==> config.mk <==
export PLATFORM = sky130hd
export DESIGN_NAME = serial_frame_receiver
export DESIGN_NICKNAME = d
export VERILOG_FILES = /design/src/rtl/sfr_pkg.sv /design/src/rtl/sfr_fifo.sv /design/src/rtl/sfr_front.sv /design/src/rtl/sfr_back.sv /design/src/rtl/serial_frame_receiver.sv
export SDC_FILE = /design/constraint.sdc
export NUM_CORES = 1
export LEC_CHECK = 0
export BUFFER_PORTS_ARGS = -buffer_cell sky130_fd_sc_hd__buf_2
export CAP_MARGIN = 40
export CELL_PAD_IN_SITES_DETAIL_PLACEMENT = 1
export CELL_PAD_IN_SITES_GLOBAL_PLACEMENT = 2
export CORE_AREA = 2 2 125 249
export DETAILED_ROUTE_END_ITERATION = 10
export DIE_AREA = 0 0 127 251
export GPL_TIMING_DRIVEN = 1
export PLACE_DENSITY_LB_ADDON = 0.1
export SLEW_MARGIN = 25
export SYNTH_ARGS = -nofsm -noshare
export SYNTH_HDL_FRONTEND = slang
export SYNTH_HIERARCHICAL = 1
export SYNTH_SLANG_ARGS = --single-unit
==> constraint.sdc <==
create_clock -name i_clk -period 5.4 [get_ports i_clk]
set_clock_uncertainty 0.2 [all_clocks]
set_input_delay 0 -clock i_clk [delete_from_list [all_inputs] [get_ports i_clk]]
set_output_delay 0 -clock i_clk [all_outputs]
set_load 0.02 [all_outputs]
==> src/rtl/sfr_pkg.sv <==
package sfr_pkg;

    // One item on the input side.
    typedef struct packed {
        logic       op;
        logic [7:0] rx_byte;
    } t_in_item;

    // One result item.
    typedef struct packed {
        logic [2:0]  event_res;
        logic [7:0]  payload_byte;
        logic [15:0] payload_index;
        logic [7:0]  frame_command;
        logic [7:0]  frame_version;
        logic [15:0] frame_length;
    } t_out_item;

    // An input item after classification by the front part.
    typedef struct packed {
        logic       is_tick;
        logic       sync_first;
        logic       sync_second;
        logic [7:0] rx_byte;
    } t_front_item;

    typedef enum logic [2:0] {
        EV_NONE    = 3'd0,
        EV_HEADER  = 3'd1,
        EV_PAYLOAD = 3'd2,
        EV_GOOD    = 3'd3,
        EV_BADSUM  = 3'd4,
        EV_REJECT  = 3'd5,
        EV_TIMEOUT = 3'd6
    } t_event;

    localparam logic       OP_BYTE     = 1'b0;
    localparam logic       OP_TICK     = 1'b1;
    localparam logic [7:0] SYNC_FIRST  = 8'h55;
    localparam logic [7:0] SYNC_SECOND = 8'hAA;

    localparam int          POS_WIDTH     = 17;
    localparam logic [16:0] POS_SYNC1     = 17'd0;
    localparam logic [16:0] POS_SYNC2     = 17'd1;
    localparam logic [16:0] POS_VERSION   = 17'd2;
    localparam logic [16:0] POS_COMMAND   = 17'd3;
    localparam logic [16:0] POS_LEN_HI    = 17'd4;
    localparam logic [16:0] POS_LEN_LO    = 17'd5;
    localparam logic [16:0] HEADER_BYTES  = 17'd6;

    localparam logic [15:0] TIMEOUT_RESET = 16'd300;

endpackage

==> src/rtl/sfr_fifo.sv <==
module sfr_fifo import sfr_pkg::*; #(
    parameter int WIDTH = 8,
    parameter int DEPTH = 2
) (
    input  logic             i_clk,
    input  logic             i_rst_n,
    input  logic             i_wr,
    input  logic [WIDTH-1:0] i_wdata,
    output logic             o_full,
    input  logic             i_rd,
    output logic [WIDTH-1:0] o_rdata,
    output logic             o_empty
);

    localparam int PW = (DEPTH > 1) ? $clog2(DEPTH) : 1;
    localparam int CW = $clog2(DEPTH + 1);

    logic [WIDTH-1:0] r_mem [DEPTH];
    logic [PW-1:0]    r_wr_ptr, n_wr_ptr;
    logic [PW-1:0]    r_rd_ptr, n_rd_ptr;
    logic [CW-1:0]    r_count, n_count;
    logic             wr_en, rd_en;

    assign o_full  = (r_count == CW'(DEPTH));
    assign o_empty = (r_count == '0);
    assign o_rdata = r_mem[r_rd_ptr];
    assign wr_en   = i_wr && !o_full;
    assign rd_en   = i_rd && !o_empty;

    always_comb begin
        n_wr_ptr = r_wr_ptr;
        n_rd_ptr = r_rd_ptr;
        n_count  = r_count;
        if (wr_en) begin
            n_wr_ptr = (r_wr_ptr == PW'(DEPTH - 1)) ? '0 : r_wr_ptr + PW'(1);
        end
        if (rd_en) begin
            n_rd_ptr = (r_rd_ptr == PW'(DEPTH - 1)) ? '0 : r_rd_ptr + PW'(1);
        end
        if (wr_en && !rd_en) begin
            n_count = r_count + CW'(1);
        end else if (rd_en && !wr_en) begin
            n_count = r_count - CW'(1);
        end
    end

    always_ff @(posedge i_clk) begin
        if (!i_rst_n) begin
            r_wr_ptr <= '0;
            r_rd_ptr <= '0;
            r_count  <= '0;
        end else begin
            r_wr_ptr <= n_wr_ptr;
            r_rd_ptr <= n_rd_ptr;
            r_count  <= n_count;
        end
    end

    always_ff @(posedge i_clk) begin
        if (wr_en) begin
            r_mem[r_wr_ptr] <= i_wdata;
        end
    end

endmodule

==> src/rtl/sfr_front.sv <==
module sfr_front import sfr_pkg::*; #(
    parameter int DEPTH = 2
) (
    input  logic        i_clk,
    input  logic        i_rst_n,
    input  logic        i_push,
    input  t_in_item    i_item,
    output logic        o_full,
    input  logic        i_take,
    output t_front_item o_item,
    output logic        o_valid
);

    t_front_item cls_item;
    logic        q_empty;

    // Sync bytes are compared here so that the parser sees single flags.
    always_comb begin
        cls_item.is_tick     = (i_item.op == OP_TICK);
        cls_item.sync_first  = (i_item.rx_byte == SYNC_FIRST);
        cls_item.sync_second = (i_item.rx_byte == SYNC_SECOND);
        cls_item.rx_byte     = i_item.rx_byte;
    end

    sfr_fifo #(
        .WIDTH ($bits(t_front_item)),
        .DEPTH (DEPTH)
    ) u_queue (
        .i_clk   (i_clk),
        .i_rst_n (i_rst_n),
        .i_wr    (i_push),
        .i_wdata (cls_item),
        .o_full  (o_full),
        .i_rd    (i_take),
        .o_rdata (o_item),
        .o_empty (q_empty)
    );

    assign o_valid = !q_empty;

endmodule

==> src/rtl/sfr_back.sv <==
module sfr_back import sfr_pkg::*; #(
    parameter int DEPTH = 2
) (
    input  logic        i_clk,
    input  logic        i_rst_n,
    input  logic [15:0] i_timeout,
    input  logic        i_valid,
    input  t_front_item i_item,
    output logic        o_take,
    input  logic        i_pop,
    output t_out_item   o_item,
    output logic        o_empty
);

    logic [POS_WIDTH-1:0] r_position, n_position;
    logic [7:0]           r_version, n_version;
    logic [7:0]           r_command, n_command;
    logic [15:0]          r_length, n_length;
    logic [7:0]           r_sum, n_sum;
    logic [15:0]          r_idle, n_idle;

    logic [POS_WIDTH-1:0] offset;
    logic [15:0]          idle_inc;
    logic                 out_full;
    t_event               ev;
    t_out_item            res;

    assign o_take   = i_valid && !out_full;
    assign offset   = r_position - HEADER_BYTES;
    assign idle_inc = (r_idle != '1) ? r_idle + 16'd1 : r_idle;

    always_comb begin
        n_position = r_position;
        n_version  = r_version;
        n_command  = r_command;
        n_length   = r_length;
        n_sum      = r_sum;
        n_idle     = r_idle;
        ev         = EV_NONE;
        res.payload_byte  = '0;
        res.payload_index = '0;

        if (i_item.is_tick) begin
            n_idle = idle_inc;
            if (r_position != POS_SYNC1 && idle_inc > i_timeout) begin
                n_position = POS_SYNC1;
                ev         = EV_TIMEOUT;
            end
        end else begin
            case (r_position)
                POS_SYNC1: begin
                    if (i_item.sync_first) begin
                        n_version = '0;
                        n_command = '0;
                        n_length  = '0;
                        ev        = EV_HEADER;
                    end else begin
                        ev = EV_REJECT;
                    end
                end
                POS_SYNC2: begin
                    if (i_item.sync_second) begin
                        ev = EV_HEADER;
                    end else begin
                        n_position = POS_SYNC1;
                        ev         = EV_REJECT;
                    end
                end
                POS_VERSION: begin
                    n_version = i_item.rx_byte;
                    ev        = EV_HEADER;
                end
                POS_COMMAND: begin
                    n_command = i_item.rx_byte;
                    ev        = EV_HEADER;
                end
                POS_LEN_HI: begin
                    n_length = {i_item.rx_byte, 8'h00};
                    ev       = EV_HEADER;
                end
                POS_LEN_LO: begin
                    n_length = {r_length[15:8], i_item.rx_byte};
                    ev       = EV_HEADER;
                end
                default: begin
                    if (offset < {1'b0, r_length}) begin
                        res.payload_byte  = i_item.rx_byte;
                        res.payload_index = offset[15:0];
                        ev                = EV_PAYLOAD;
                    end else begin
                        // The byte after the payload is the checksum.
                        n_position = POS_SYNC1;
                        n_idle     = '0;
                        ev         = (i_item.rx_byte == r_sum) ? EV_GOOD : EV_BADSUM;
                    end
                end
            endcase

            if (ev == EV_HEADER || ev == EV_PAYLOAD) begin
                // A new frame restarts the sum at its first byte.
                n_sum      = (r_position == POS_SYNC1) ? i_item.rx_byte
                                                        : r_sum + i_item.rx_byte;
                n_position = r_position + POS_WIDTH'(1);
                n_idle     = '0;
            end
        end

        res.event_res     = ev;
        res.frame_command = n_command;
        res.frame_version = n_version;
        res.frame_length  = n_length;
    end

    always_ff @(posedge i_clk) begin
        if (!i_rst_n) begin
            r_position <= '0;
            r_version  <= '0;
            r_command  <= '0;
            r_length   <= '0;
            r_sum      <= '0;
            r_idle     <= '0;
        end else if (o_take) begin
            r_position <= n_position;
            r_version  <= n_version;
            r_command  <= n_command;
            r_length   <= n_length;
            r_sum      <= n_sum;
            r_idle     <= n_idle;
        end
    end

    sfr_fifo #(
        .WIDTH ($bits(t_out_item)),
        .DEPTH (DEPTH)
    ) u_result_queue (
        .i_clk   (i_clk),
        .i_rst_n (i_rst_n),
        .i_wr    (o_take),
        .i_wdata (res),
        .o_full  (out_full),
        .i_rd    (i_pop),
        .o_rdata (o_item),
        .o_empty (o_empty)
    );

endmodule

==> src/rtl/serial_frame_receiver.sv <==
// Channel   | Handshake                 | Payload
// ----------+---------------------------+---------------------------
// input     | push / full               | i_in_item  (t_in_item)
// result    | empty / pop               | o_out_item (t_out_item)
// config    | i_cfg_valid / o_cfg_ready | i_cfg_data (timeout_ms)
//
// Every input item gives exactly one result item; one item per cycle is
// sustained while the result queue is not full, with the parser between two queues.
// An accepted item is held in the input queue, taken by the parser and written into the result queue.
// After reset both queues are empty, timeout_ms is 300 and the parser
// waits for the first sync byte. A stalled result side fills the result
// queue and then the input queue before full rises.
module serial_frame_receiver import sfr_pkg::*; #(
    parameter int QUEUE_DEPTH = 2
) (
    input  logic        i_clk,
    input  logic        i_rst_n,
    input  logic        push,
    input  t_in_item    i_in_item,
    output logic        full,
    input  logic        pop,
    output t_out_item   o_out_item,
    output logic        empty,
    input  logic        i_cfg_valid,
    output logic        o_cfg_ready,
    input  logic [15:0] i_cfg_data
);

    logic [15:0] r_timeout;
    t_front_item front_item;
    logic        front_valid;
    logic        front_take;

    assign o_cfg_ready = 1'b1;

    always_ff @(posedge i_clk) begin
        if (!i_rst_n) begin
            r_timeout <= TIMEOUT_RESET;
        end else if (i_cfg_valid && o_cfg_ready) begin
            r_timeout <= i_cfg_data;
        end
    end

    sfr_front #(
        .DEPTH (QUEUE_DEPTH)
    ) u_front (
        .i_clk   (i_clk),
        .i_rst_n (i_rst_n),
        .i_push  (push),
        .i_item  (i_in_item),
        .o_full  (full),
        .i_take  (front_take),
        .o_item  (front_item),
        .o_valid (front_valid)
    );

    sfr_back #(
        .DEPTH (QUEUE_DEPTH)
    ) u_back (
        .i_clk     (i_clk),
        .i_rst_n   (i_rst_n),
        .i_timeout (r_timeout),
        .i_valid   (front_valid),
        .i_item    (front_item),
        .o_take    (front_take),
        .i_pop     (pop),
        .o_item    (o_out_item),
        .o_empty   (empty)
    );

    a_reset_queues: assert property (@(posedge i_clk)
        !i_rst_n |=> empty && !full)
        else $error("queues not empty after reset");

    a_payload_in_range: assert property (@(posedge i_clk) disable iff (!i_rst_n)
        !empty && o_out_item.event_res == EV_PAYLOAD |->
            {1'b0, o_out_item.payload_index} < {1'b0, o_out_item.frame_length})
        else $error("payload index beyond frame length");

    a_no_payload_data: assert property (@(posedge i_clk) disable iff (!i_rst_n)
        !empty && o_out_item.event_res != EV_PAYLOAD |->
            o_out_item.payload_byte == '0 && o_out_item.payload_index == '0)
        else $error("payload fields set on a non-payload result");

endmodule

# After elaboration in Yosys (flattened, before gate mapping)
# Memories as Yosys holds them, arrays and structs flattened. A register that Yosys moved wholly into a read port is not among the register bits.
# Index checks and enable logic that the tools add are counted.
[op_classes]
n_reduce_logical = 31
n_bitwise = 1
n_eq_ne = 19
addsub = 12
muxes = 48
magnitude_cmp = 2
[op_table]
columns = ["operator", "count"]
rows = [
  ["2-to-1 mux 16 bit", 7],
  ["2-to-1 mux 17 bit", 5],
  ["2-to-1 mux 24 bit", 3],
  ["case mux 16 bit (3 select lines)", 1],
  ["2-to-1 mux 8 bit", 5],
  ["== test 17 x 2 -> 1 bit, second input constant", 2],
  ["== test 17 x 3 -> 1 bit, second input constant", 2],
  ["case mux 17 bit (2 select lines)", 1],
  ["case mux 8 bit (2 select lines)", 2],
  ["2-to-1 mux 3 bit", 7],
  ["adder 17 x 1 -> 17 bit, second input constant", 1],
  ["== test 17 x 1 -> 1 bit, second input constant", 1],
  ["logical NOT 17 bit", 1],
  ["< comparator 17 x 16 -> 1 bit", 1],
  ["nonzero test 17 bit", 1],
  ["subtractor 17 x 3 -> 17 bit, second input constant", 1],
  ["adder 16 x 1 -> 16 bit, second input constant", 1],
  ["> comparator 16 bit", 1],
  ["!= test 16 bit, second input constant", 1],
  ["2-to-1 mux 1 bit", 12],
  ["logical AND 1 bit", 10],
  ["case mux 3 bit (3 select lines)", 1],
  ["adder 8 bit", 1],
  ["== test 8 x 7 -> 1 bit, second input constant", 1],
  ["other kinds (24)", 44],
]
[totals]
wordCells = 128
inputBits = 30
register_bits = 97
n_memories = 2
mem_bits_rw = 140
[memory_table]
columns = ["memory", "words", "word_bits", "read_ports", "rd_clocked_by_memory_dff", "write_ports", "line_no", "source"]
rows = [
  ["u_back.u_result_queue.r_mem", 2, 59, 1, 1, 1, "sfr_fifo.sv:18", "logic [WIDTH-1:0] r_mem [DEPTH];"],
  ["u_front.u_queue.r_mem", 2, 11, 1, 1, 1, "sfr_fifo.sv:18", ""],
]

# Depth between registers and ports, before layout
# Gate-level depths: netlist of run 1.
[logic_depth]
ltp_word = 9
mapped_depth = 16

# Cells and area by module
# The synthesis of run 1 kept the hierarchy.
[by_module_without_submodules]
columns = ["mod", "area_each_um2", "cells_per_inst", "n_inst"]
rows = [
  ["sfr_back", 5587.9, 759, 1],
  ["sfr_fifo (u_back.u_result_queue)", 4526.8, 209, 1],
  ["sfr_fifo (u_front.u_queue)", 1023.5, 59, 1],
  ["serial_frame_receiver", 616.8, 53, 1],
  ["sfr_front", 56.3, 7, 1],
]

# Worst setup path after synthesis of run 1
# No wires, ideal clock.
[synth_path]
kind = "reg2reg"
startpoint = "register u_back.u_result_queue.r_count[0]"
endpoint = "memory u_back/u_result_queue/r_mem[0][0] (netlist name), enable pin"
path_slack_ns = 1.210
path_buffers = 1
arrival_ns = 3.523
period_less_slack_ns = 4.190
stages_incl_launch_ff = 8
path_cell_list = "dfxtp_1 nand2b_1 inv_2 nand2b_1 clkbuf_1 inv_1 inv_1 nor3_2"
[synth_between]
elab_chain_len = 6
[synth_rtl]
columns = ["item", "line_no", "source"]
rows = [
  ["from (decl)", "sfr_fifo.sv:21", "logic [CW-1:0] r_count, n_count;"],
  ["from (signal assigned)", "sfr_fifo.sv:55", "r_count <= n_count;"],
  ["== test 2 bit", "sfr_fifo.sv:24", "assign o_full = (r_count == CW'(DEPTH));"],
  ["net u_back.out_full", "sfr_back.sv:24", "logic out_full;"],
  ["logical NOT 1 bit", "sfr_back.sv:28", "assign o_take = i_valid && !out_full;"],
  ["logical AND 1 bit", "sfr_back.sv:28", ""],
  ["net front_take", "serial_frame_receiver.sv:32", "logic front_take;"],
  ["logical AND 1 bit", "sfr_fifo.sv:27", "assign wr_en = i_wr && !o_full;"],
  ["2-to-1 mux 1 bit", "sfr_fifo.sv:60", "if (wr_en) begin"],
  ["2-to-1 mux 1 bit (implied by the code)", "sfr_fifo.sv:61", "r_mem[r_wr_ptr] <= i_wdata;"],
  ["to (decl)", "sfr_fifo.sv:18", ""],
]
# The timed path passes the listed nets, and every way through them passes these cells.

# Worst setup path in the final report of run 1
[layout_path]
startpoint = "register u_back.r_idle[2]"
endpoint = "register u_back.r_position[4]"
[layout_between]
elab_chain_len = 6
word_cells_on_any_way = 7
[layout_rtl]
columns = ["item", "line_no", "source"]
rows = [
  ["from (decl)", "sfr_back.sv:20", "logic [15:0] r_idle, n_idle;"],
  ["from (signal assigned)", "sfr_back.sv:128", "r_idle <= n_idle;"],
  ["adder 16 x 1 -> 16 bit or != test 16 bit (tied branches)", "sfr_back.sv:30", "assign idle_inc = (r_idle != '1) ? r_idle + 16'd1 : r_idle;"],
  ["2-to-1 mux 16 bit *", "sfr_back.sv:30", ""],
  ["> comparator 16 bit *", "sfr_back.sv:45", "if (r_position != POS_SYNC1 && idle_inc > i_timeout) begin"],
  ["logical AND 1 bit *", "sfr_back.sv:45", ""],
  ["!= test 2 x 1 -> 1 bit (no source line) *", "--", ""],
  ["AND reduction 5 bit (no source line) *", "--", ""],
  ["to (signal assigned)", "sfr_back.sv:123", "r_position <= n_position;"],
  ["to (decl)", "sfr_back.sv:15", "logic [POS_WIDTH-1:0] r_position, n_position;"],
]
# Mark *: on every way between the ends. The rest lies on a longest branch, timed or not.
# A chain may end at the register's enable or synchronous reset.

==> results.md, run 1 <==
- Fin crit share: 87.9%
- CP Launch Type: register
- Power Density: 455 mW/mm²
- # rows: 90
- Root Driver: clkbuf_16
- Commonest non-fill, non-tap cell in the layout: edfxtp_1
- Iter 0 DRT Violations: 324
- First-pass GRT wire length: 53,600 µm
- Mean Syn Cell Area: 10.9 µm²
- Synthesized net count: 1,164
- Number of synthesis warnings: 6
- Die area: 0.0319 mm²
- EDFF count, synth: 140
- TritonRoute pass-1 iters: 4
- Drt drc: 0
- Async S/R FF share, synth: 0%
- Complex-gate fraction of the synthesized area: 11.1%
- Critical setup path kind: register to register
- Die X: 127 µm
- Synthesized instance count: 1,087
- Synth Flop Type: edfxtp_1
- Nets: 1,321
- Routed vias/inst: 5.49
- Min-Delay Path Depth: 2
- Least-Margin Pin Slew: 775 ps
- Final Util: 47.1%
- Diode count: 0
- Initial antenna violation count: 0
- Critical path's most frequent cell: and3_1
- Worst Path Arrival: 4980 ps
- Max-slew violations: 0
- GR Util All Layers: 21.4%
- Core area: 0.0300 mm²
- RR Endpoint: u_back/r_position[4]
- Total CTS buffers: 23
- FF-to-FF Start: u_back/r_idle[2]
- Final setup fails: 0
- Worst Path Buf+Inv: 1
- TNS Setup: 0 ps
- Reg2reg path depth: 14
- Placer's final routability congestion estimate: 0.798
- Cell area after synthesis: 0.0118 mm²
- # clock sinks: 239
- Synthesis-stage register bit count: 239
- Hold path start: i_in_item[5]
- Mux contribution to synthesized area: 8.78%
- Hold Crit Class: input pin to register
- Skew-Pair Late Insertion Delay: 540 ps
- Simple-gate share of the synthesized area: 15.8%
- CTS tree: yes
- F_max: 0.211 GHz
- Port buffer count: 90
- Hold endpoint: u_front/u_queue/r_mem[0][5]
- Most frequent cells in the layout: 140 x edfxtp_1, 98 x dfxtp_1, 92 x nand2_1, 90 x buf_2, 90 x nor2_1
- Max-cap violations: 0
- WL per Instance: 20.9 µm
- CP Cell Sequence: nand4_1, or3_1, nor3_1, and3_1, and3_1, mux2_2, ha_1, nand3_1, nor4_1, a2111oi_2, o21a_1, o21ai_1, buf_4, o221ai_1
- Vias in the first global route: 9,448
- Post-CTS Setup Inserts: 0
- Post-CTS sizing: 0
- Starting Density: 39.4%
- Status: finished, final reports clean
- Minimum clock period: 4740 ps
- Post-synthesis sequential area ratio: 52.4%
- Kind of cell adding the most delay to the critical path: simple AND/OR/NAND/NOR gates
- Clock Path Buffers: 3
- Routed Antenna Nets: 0
- Final WL: 34,000 µm
- DR vias: 8,947
- Leak pwr: 0.00530 µW
- HPWL after detailed placement: 24,100 µm
- WP data required: 5640 ps
- Die Y: 251 µm
- Layout cell share with drive strength beyond 1: 19.0%
- Max transition margin: 48.2%
- Gr ovfl total: 0
- Largest family of logic cells by synthesized area: simple AND/OR/NAND/NOR gates
- CP max stage delay: 750 ps
- CP max FO: 15
- Post-CTS Hold Buffers: 68
- Adder-cell share of the synthesized area: 5.04%
- Layout area overhead: 19.5%
- RSZ-0062 raised after global routing: false
- Synth cell types: 70
- Num ports: 92
- Clock Pin Slew Worst Setup and Hold Paths: 70 ps
- Xor and xnor area share after synthesis: 2.52%
- H-tree depth: 1
- Pwr Total: 6430 µW
- FF-to-FF setup slack: 660 ps
- Slowest CP cell: a2111oi_2
- Count of final hold-check violations: 0
- Crit. End Element: register
- Worst VDD drop: 0.283 mV
- Fin Hold WS: 22.0 ps
- Largest net degree at the start of global routing: 61
[logic make-up after synthesis]
logic type               Yosys count
AO/OA/AOI/OAI                    197
flip-flops                       239
adder cells (fa/ha/maj)           47
XOR/XNOR                          34
multiplexers                      91
AND/OR/NAND/NOR                  365
other                              1
buffers and inverters            113
[per-layer routing]
metal,part of all wire (%),GRT usage (%),vias up
met5,0,0,-
met4,3.7,8.13,0
met3,2.7,1.83,54
met2,53,39.6,169
met1,41,25.4,4426
li1,-,-,4298
[worst register-to-register path: stages (launching register included)]
cell       delay [ps]
dfxtp_1           460
nand4_1           240
or3_1             410
nor3_1            400
and3_1            290
and3_1            240
mux2_2            350
ha_1              300
nand3_1           120
nor4_1             70
a2111oi_2         750
o21a_1            290
o21ai_1            90
buf_4             230
o221ai_1          200
[worst max-delay path by stage]
| stage | from | to | cells past startpoint |
|---|---|---|---|
| detailed placement | u_back/r_idle[2] | u_back/r_position[4] | 14 |
| CTS | u_back/r_idle[2] | u_back/r_position[4] | 14 |
| global placement | u_back/r_idle[2] | u_back/r_position[4] | 14 |
| global route | u_back/r_idle[2] | u_back/r_position[7] | 14 |
| floorplan | u_back/u_result_queue/r_count[0] | u_back/u_result_queue/r_mem[0][0] | 7 |
| finish | u_back/r_idle[2] | u_back/r_position[4] | 14 |
[Yosys cell counts, types with 3 or more instances]
library cell | count | area, µm²
and2_1 | 8 | 50.1
nand2b_1 | 5 | 31.3
a22oi_1 | 32 | 240
nor2_1 | 90 | 338
dfxtp_1 | 99 | 1980
or4_1 | 5 | 37.5
mux2_4 | 10 | 150
nand3_1 | 24 | 120
or3_1 | 10 | 62.6
buf_4 | 3 | 22.5
xnor2_1 | 30 | 263
clkbuf_1 | 24 | 90.1
mux2i_1 | 20 | 200
edfxtp_1 | 140 | 4200
o22ai_1 | 4 | 25.0
buf_6 | 8 | 90.1
or2_2 | 4 | 25.0
a2111oi_0 | 4 | 35.0
a22o_1 | 4 | 35.0
ha_1 | 46 | 576
o211ai_1 | 9 | 67.6
buf_2 | 9 | 45.0
nand2_1 | 92 | 345
o21ai_0 | 45 | 225
o21ai_1 | 6 | 30.0
a31oi_1 | 13 | 81.3
o221ai_1 | 7 | 61.3
a211oi_1 | 12 | 90.1
xor2_1 | 4 | 35.0
nor3_1 | 16 | 80.1
a21o_1 | 5 | 37.5
and3_1 | 33 | 206
nor4_1 | 9 | 56.3
nand4_1 | 28 | 175
o2111ai_1 | 3 | 26.3
inv_1 | 64 | 240
nor2b_1 | 23 | 144
mux2_2 | 61 | 687
a21oi_1 | 27 | 135
o21a_1 | 11 | 82.6
[area by class of cell]
cell class	instances	area [µm²]
tap	368	460
multi-input combinational	735	5120
timing repair buffer	178	1340
inverter	67	251
clock inverter	16	169
clock buffer	26	587
fill	3295	15800
sequential	239	6190
[where the power goes]
part           total, µW  internal, µW  switching [µW]
combinational       2290           846            1450
clock               1670           902             764
sequential          2470          2340             132
total               6430          4090            2340
[per-stage QoR]
stage               worst slack (ps)  cells  cell area [µm²]
floorplan                       1210   1087            11800
global placement                 121   1512            12600
detailed placement               713   1515            12600
CTS                              671   1625            14000
global route                     328   1629            14100
finish                           655   1629            14100
[sequential cells by signal, summed over array words and instances, names as in the netlist, named ones only]
| register | flops |
|---|---|
| u_back/u_result_queue/r_mem | 118 |
| u_front/u_queue/r_mem | 22 |
| u_back/r_position | 17 |
| r_timeout | 16 |
| u_back/r_idle | 16 |
| u_back/r_length | 16 |
| u_back/r_command | 8 |
| u_back/r_sum | 8 |
| u_back/r_version | 8 |
| u_back/u_result_queue/r_count | 2 |
| u_front/u_queue/r_count | 2 |
| u_back/u_result_queue/r_rd_ptr | 1 |
| u_back/u_result_queue/r_wr_ptr | 1 |
| u_front/u_queue/r_rd_ptr | 1 |
| u_front/u_queue/r_wr_ptr | 1 |
Power figures use the tool's default switching activity.
==> run 2, diff against run 1 <==
CORE_AREA = 2 2 121 240   (was 2 2 125 249)
DIE_AREA = 0 0 123 242   (was 0 0 127 251)
clock period = 5.78 ns   (was 5.4 ns; I/O delays follow)
==> run 2 against run 1 <==
Compared with the run above: combinational power decreased by 6%; routed wire length increased by 1.5%; setup slack improved by 500 ps; count of clock-buffer cells in the layout increased by 2; hold slack got worse by 4.4 ps; total power decreased by 6.0%; final cell count decreased by 1.3%; via count decreased by 0.15%; critical endpoint is now u_back/r_position[10]; largest cell class unchanged.
==> results.md, run 2 (synthesis results as in run 1) <==
- Clock power share: 26.0% (was 25.9%)
- Top reg by flops: u_back/u_result_queue/r_mem (unchanged)
- Status: finished, final reports clean (unchanged)
- Routed Antenna Nets: 0 (unchanged)
- Die area: 0.0298 mm² (was 0.0319 mm²)
- Post-CTS sizing: 0 (unchanged)
- Max-cap violations: 0 (unchanged)
- DR vias: 8,934 (was 8,947)
- FF-to-FF setup slack: 1150 ps (was 660 ps)
- Hold Crit Class: input pin to register (unchanged)
- Nets: 1,313 (was 1,321)
- Clock Pin Slew Worst Setup and Hold Paths: 70 ps (about the same)
- RR Endpoint: u_back/r_position[10] (was u_back/r_position[4])
- Switching Fraction: 35.5% (was 36.4%)
- Diode count: 0 (unchanged)
- Combinational share of power: 35.6% (was 35.7%)
- Final setup fails: 0 (unchanged)
- CP Launch Type: register (unchanged)
- FF-to-FF Start: u_back/r_idle[2] (unchanged)
- Reg power frac: 38.4% (about the same)
- Vias in the first global route: 9,625 (was 9,448)
- Gr ovfl total: 0 (unchanged)
- Fin crit share: 80.0% (was 87.9%)
- Internal Power: 3890 µW (was 4090 µW)
- Placer's final routability congestion estimate: 0.860 (was 0.798)
- Root Driver: clkbuf_16 (unchanged)
- Num ports: 92 (unchanged)
- CP Launch Point: u_back/r_idle[2] (unchanged)
- Worst VDD drop: 0.236 mV (was 0.283 mV)
- TritonRoute pass-1 iters: 4 (unchanged)
- Most frequent cells in the layout: 140 x edfxtp_1, 98 x dfxtp_1, 92 x nand2_1, 90 x buf_2, 90 x nor2_1 (unchanged)
- Max-slew violations: 0 (unchanged)
- Pwr Total: 6040 µW (was 6430 µW)
- Power Density: 429 mW/mm² (was 455 mW/mm²)
- Largest regs: u_back/u_result_queue/r_mem: 118 flops, u_front/u_queue/r_mem: 22 flops, u_back/r_position: 17 flops (unchanged)
- GR Util All Layers: 23.5% (was 21.4%)
- Worst Path Arrival: 4810 ps (was 4980 ps)
- CP endpoint: u_back/r_position[10] (was u_back/r_position[4])
- Layout cell share with drive strength beyond 1: 18.6% (was 19.0%)
- Post-CTS Setup Inserts: 0 (unchanged)
- Die X: 123 µm (was 127 µm)
- # clock sinks: 239 (unchanged)
- Core area: 0.0281 mm² (was 0.0300 mm²)
- Reg2reg path depth: 13 (was 14)
- WP data required: 5960 ps (was 5640 ps)
- Total CTS buffers: 23 (unchanged)
- Commonest non-fill, non-tap cell in the layout: edfxtp_1 (unchanged)
- Leak pwr: 0.00529 µW (was 0.00530 µW)
- Max transition margin: 42.8% (was 48.2%)
- Layout area overhead: 19.1% (was 19.5%)
- Psw: 2150 µW (was 2340 µW)
- Skew-Pair Late Insertion Delay: 530 ps (was 540 ps)
- CTS tree: yes (unchanged)
- Iter 0 DRT Violations: 421 (was 324)
- TNS Setup: 0 ps (unchanged)
- Die Y: 242 µm (was 251 µm)
- Crit. End Element: register (unchanged)
- Count of final hold-check violations: 0 (unchanged)
- Drt drc: 0 (unchanged)
- H-tree depth: 1 (unchanged)
- Area of the multi-input gates: 0.00513 mm² (was 0.00512 mm²)
- Post-CTS Hold Buffers: 64 (was 68)
- CP max FO: 15 (unchanged)
- HPWL after detailed placement: 25,000 µm (was 24,100 µm)
- F_max: 0.216 GHz (was 0.211 GHz)
- Storage element area: 0.00619 mm² (unchanged)
- Clock Path Buffers: 3 (unchanged)
- Port buffer count: 90 (unchanged)
- # rows: 87 (was 90)
- Routed vias/inst: 5.56 (was 5.49)
- FILL cells: 3,038 (was 3,295)
- Minimum clock period: 4630 ps (was 4740 ps)
- Least-Margin Pin Slew: 857 ps (was 775 ps)
- Number of flip-flops in the largest register: 118 (unchanged)
- RSZ-0062 raised after global routing: false (unchanged)
- Critical setup path kind: register to register (unchanged)
- Final WL: 34,500 µm (was 34,000 µm)
- WL per Instance: 21.5 µm (was 20.9 µm)
- First-pass GRT wire length: 53,700 µm (was 53,600 µm)
- Largest net degree at the start of global routing: 61 (unchanged)
- Initial antenna violation count: 0 (unchanged)
- Starting Density: 42.1% (was 39.4%)
[run 2: cell type report]
cell class	instances	share of cell area (%)
Timing Repair Buffer	170	9.04
Clock inverter	13	1.25
Clock buffer	28	4.30
Multi-Input combinational cell	735	36.5
Inverter	67	1.79
Tap cell	356	3.17
Sequential cell	239	44.0
[run 2: power groups by stage]
stage,clock [µW],combinational [µW],sequential [µW]
floorplan,0,1450,2300
global placement,0,2060,2330
detailed placement,0,2100,2360
CTS,1610,2150,2330
global route,1670,2320,2360
finish,1570,2150,2320
[run 2: routing by layer]
layer | vias to the layer above | wire, µm | global-route usage, %
li1 | 4278 | - | -
met1 | 4416 | 12200 | 23.9
met2 | 172 | 19800 | 46.1
met3 | 68 | 876 | 2.21
met4 | 0 | 1620 | 10.8
met5 | - | 0 | 0
[run 2: worst max-delay path, stage by stage (launching register included)]
cell	delay, ps
dfxtp_1	480
nand4_1	240
or3_1	410
nor3_1	380
and3_1	260
and3_1	210
mux2_2	350
ha_1	320
nand3_1	110
nor4_1	280
a2111oi_0	180
o21a_1	260
o21ai_2	610
o221ai_1	200
[run 2: worst min-delay path by stage]
stage | start | end | slack, ps | cells past startpoint
4_1_cts | i_in_item[5] | u_front/u_queue/r_mem[1][5] | 10 | 2
5_1_grt | i_in_item[3] | u_front/u_queue/r_mem[1][3] | 30 | 2
2_1_floorplan | i_in_item[0] | u_front/u_queue/r_mem[0][0] | -100 | 0
3_3_place_gp | i_in_item[8] | u_front/u_queue/r_mem[0][10] | 4 | 1
3_5_place_dp | i_in_item[8] | u_front/u_queue/r_mem[0][10] | -3 | 1
6_report | i_in_item[3] | u_front/u_queue/r_mem[1][3] | 20 | 2
[run 2: through the flow]
| step | hold WS (ps) | cell area [µm²] | setup slack, ps | util [%] | instances |
|---|---|---|---|---|---|
| 3_3_place_gp | 4.43 | 12500 | 900 | 44.7 | 1498 |
| 3_5_place_dp | -2.81 | 12600 | 1180 | 44.8 | 1500 |
| 6_report | 17.5 | 14100 | 1150 | 50.1 | 1608 |
| 5_1_grt | 28.1 | 14100 | 638 | 50.1 | 1608 |
| 2_1_floorplan | -101 | 11800 | 1590 | - | 1087 |
| 4_1_cts | 10.7 | 14000 | 1120 | 49.8 | 1605 |
==> run 3, diff against run 2 <==
CORE_AREA = 2 2 125 249   (was 2 2 121 240)
DIE_AREA = 0 0 127 251   (was 0 0 123 242)
clock period = 4.45 ns   (was 5.78 ns; I/O delays follow)
==> run 3 against run 2 <==
Compared with the run above: largest power group unchanged; global-route usage down 2.1 points; total power grew 29%; final cell count increased by 1.7%; highest routed layer unchanged; hold slack better by 11 ps; setup slack worse by 920 ps; core utilization fell by 2.7 points; fmax increased by 9.8%; combinational power grew 27%; clock power is 31% higher; register-to-register slack lost 920 ps; critical endpoint unchanged; critical path depth grew 4.
==> results.md, run 3 (synthesis results as in run 1) <==
- Status: finished, final reports clean (unchanged)
- Most frequent cells in the layout: 140 x edfxtp_1, 97 x dfxtp_1, 91 x nand2_1, 91 x buf_2, 90 x nor2_1 (was 140 x edfxtp_1, 98 x dfxtp_1, 92 x nand2_1, 90 x buf_2, 90 x nor2_1)
- FILL cells: 3,271 (was 3,038)
- Drt drc: 0 (unchanged)
- # rows: 90 (was 87)
- Clock Path Buffers: 3 (unchanged)
- Reg2reg path depth: 17 (was 13)
- Worst VDD drop: 0.298 mV (was 0.236 mV)
- CTS tree: yes (unchanged)
- Iter 0 DRT Violations: 370 (was 421)
- Top reg by flops: u_back/u_result_queue/r_mem (unchanged)
- Internal Power: 4970 µW (was 3890 µW)
- Routed Antenna Nets: 0 (unchanged)
- Worst Path Arrival: 4460 ps (was 4810 ps)
- Die Y: 251 µm (was 242 µm)
- WL per Instance: 20.7 µm (was 21.5 µm)
- Clock power share: 26.4% (was 26.0%)
- Largest regs: u_back/u_result_queue/r_mem: 118 flops, u_front/u_queue/r_mem: 22 flops, u_back/r_position: 17 flops (unchanged)
- Fin crit share: 94.7% (was 80.0%)
- Least-Margin Pin Slew: 899 ps (was 857 ps)
- Hold Crit Class: input pin to register (unchanged)
- Area of the multi-input gates: 0.00513 mm² (about the same)
- Max-cap violations: 0 (unchanged)
- Routed vias/inst: 5.44 (was 5.56)
- Commonest non-fill, non-tap cell in the layout: edfxtp_1 (unchanged)
- TritonRoute pass-1 iters: 4 (unchanged)
- Starting Density: 39.4% (was 42.1%)
- HPWL after detailed placement: 24,200 µm (was 25,000 µm)
- Gr busiest metal: met2 (unchanged)
- Core area: 0.0300 mm² (was 0.0281 mm²)
- F_max: 0.237 GHz (was 0.216 GHz)
- Final setup fails: 0 (unchanged)
- Combinational share of power: 34.8% (was 35.6%)
- RSZ-0062 raised after global routing: false (unchanged)
- Non-filler instance count after layout: 1,636 (was 1,608)
- Layout area overhead: 20.1% (was 19.1%)
- Diode count: 0 (unchanged)
- Port buffer count: 90 (unchanged)
- Gr ovfl total: 0 (unchanged)
- Crit. End Element: register (unchanged)
- TNS Setup: 0 ps (unchanged)
- Met1 usage in global routing: 25.2% (was 23.9%)
- Power Density: 551 mW/mm² (was 429 mW/mm²)
- Skew-Pair Late Insertion Delay: 540 ps (was 530 ps)
- WP data required: 4700 ps (was 5960 ps)
- Root Driver: clkbuf_16 (unchanged)
- Count of final hold-check violations: 0 (unchanged)
- Number of placed instances, taps included: 1,523 (was 1,500)
- Leak pwr: 0.00534 µW (was 0.00529 µW)
- Num ports: 92 (unchanged)
- CP max FO: 15 (unchanged)
- DR vias: 8,899 (was 8,934)
- Switching Fraction: 36.4% (was 35.5%)
- CP Launch Type: register (unchanged)
- First-pass GRT wire length: 53,600 µm (was 53,700 µm)
- Die area: 0.0319 mm² (was 0.0298 mm²)
- Max transition margin: 40.0% (was 42.8%)
- GR Util All Layers: 21.4% (was 23.5%)
- Reg power frac: 38.8% (was 38.4%)
- Storage element area: 0.00619 mm² (about the same)
- Layout cell share with drive strength beyond 1: 19.8% (was 18.6%)
- Critical setup path kind: register to register (unchanged)
- Largest net degree at the start of global routing: 60 (was 61)
- Final WL: 33,900 µm (was 34,500 µm)
- GR met3 Demand/Resource: 2.11% (was 2.21%)
- Number of flip-flops in the largest register: 118 (unchanged)
- Nets: 1,327 (was 1,313)
- M2 GR Usage: 38.5% (was 46.1%)
- Total CTS buffers: 24 (was 23)
- Clock Pin Slew Worst Setup and Hold Paths: 70 ps (about the same)
- Minimum clock period: 4210 ps (was 4630 ps)
- H-tree depth: 1 (unchanged)
- Min-Delay Path Depth: 2 (unchanged)
- Die X: 127 µm (was 123 µm)
- Psw: 2850 µW (was 2150 µW)
- Placer's final routability congestion estimate: 0.817 (was 0.860)
- Max-slew violations: 0 (unchanged)
- Vias in the first global route: 9,656 (was 9,625)
- # clock sinks: 239 (unchanged)
- Initial antenna violation count: 0 (unchanged)
run 3: timing repair:
action / CTS / global route
buffers inserted: 0 / 1
hold buffers: 68 / 0
resized for setup: 0 / 4
hold endpoints to repair: 67 / 0
setup endpoints to repair: 0 / 17
run 3: path summary, 6_finish.rpt:
kind	slack (ps)	endpoint	from
max reg2reg	240	u_back/r_position[10]	u_back/r_idle[4]
min	30	u_front/u_queue/r_mem[1][3]	i_in_item[3]
max	240	u_back/r_position[10]	u_back/r_idle[4]
min reg2reg	270	u_back/r_idle[8]	u_back/r_idle[8]
run 3: power groups by stage:
stage	clock network, µW	registers [µW]	logic, µW
6_report	2060	3030	2720
2_1_floorplan	0	2990	1880
4_1_cts	2130	3040	2760
3_5_place_dp	0	3090	2690
5_1_grt	2200	3090	2940
3_3_place_gp	0	3050	2650
run 3: through the flow:
stage	worst slack, ps	hold slack, ps	power, µW	util [%]	area, µm²
finish	237	28.4	7820	47.4	14200
detailed placement	138	-0.819	5780	42.4	12700
floorplan	260	-101	4870	-	11800
global placement	255	-5.33	5690	42.3	12700
CTS	105	4.59	7930	47.3	14200
global route	4.05	48.5	8230	47.4	14200
run 3: worst max-delay path: stages (launching register included):
cell,delay [ps]
dfxtp_1,410
nand4_1,190
nor4_1,280
buf_4,200
and3_1,280
nor2_1,110
nand4_1,160
xnor2_1,160
ha_1,280
a211o_1,270
a21oi_1,190
nor4_1,60
a2111oi_0,460
buf_4,240
o21a_1,160
o21ai_1,110
buf_12,190
o221ai_1,170
run 3: layer usage:
metal	share of wire (%)	wire length (µm)
met3	3.2	1090
met4	4.8	1640
met2	52	17500
met1	40	13700
met5	0	0
run 3: layout make-up:
type | instances | area share, %
multi-input cells | 735 | 36.2
clock buffers | 24 | 4.23
well taps | 368 | 3.25
clock inverters | 20 | 1.33
flip-flops and latches | 239 | 43.6
inverters | 67 | 1.77
repair buffers | 183 | 9.63
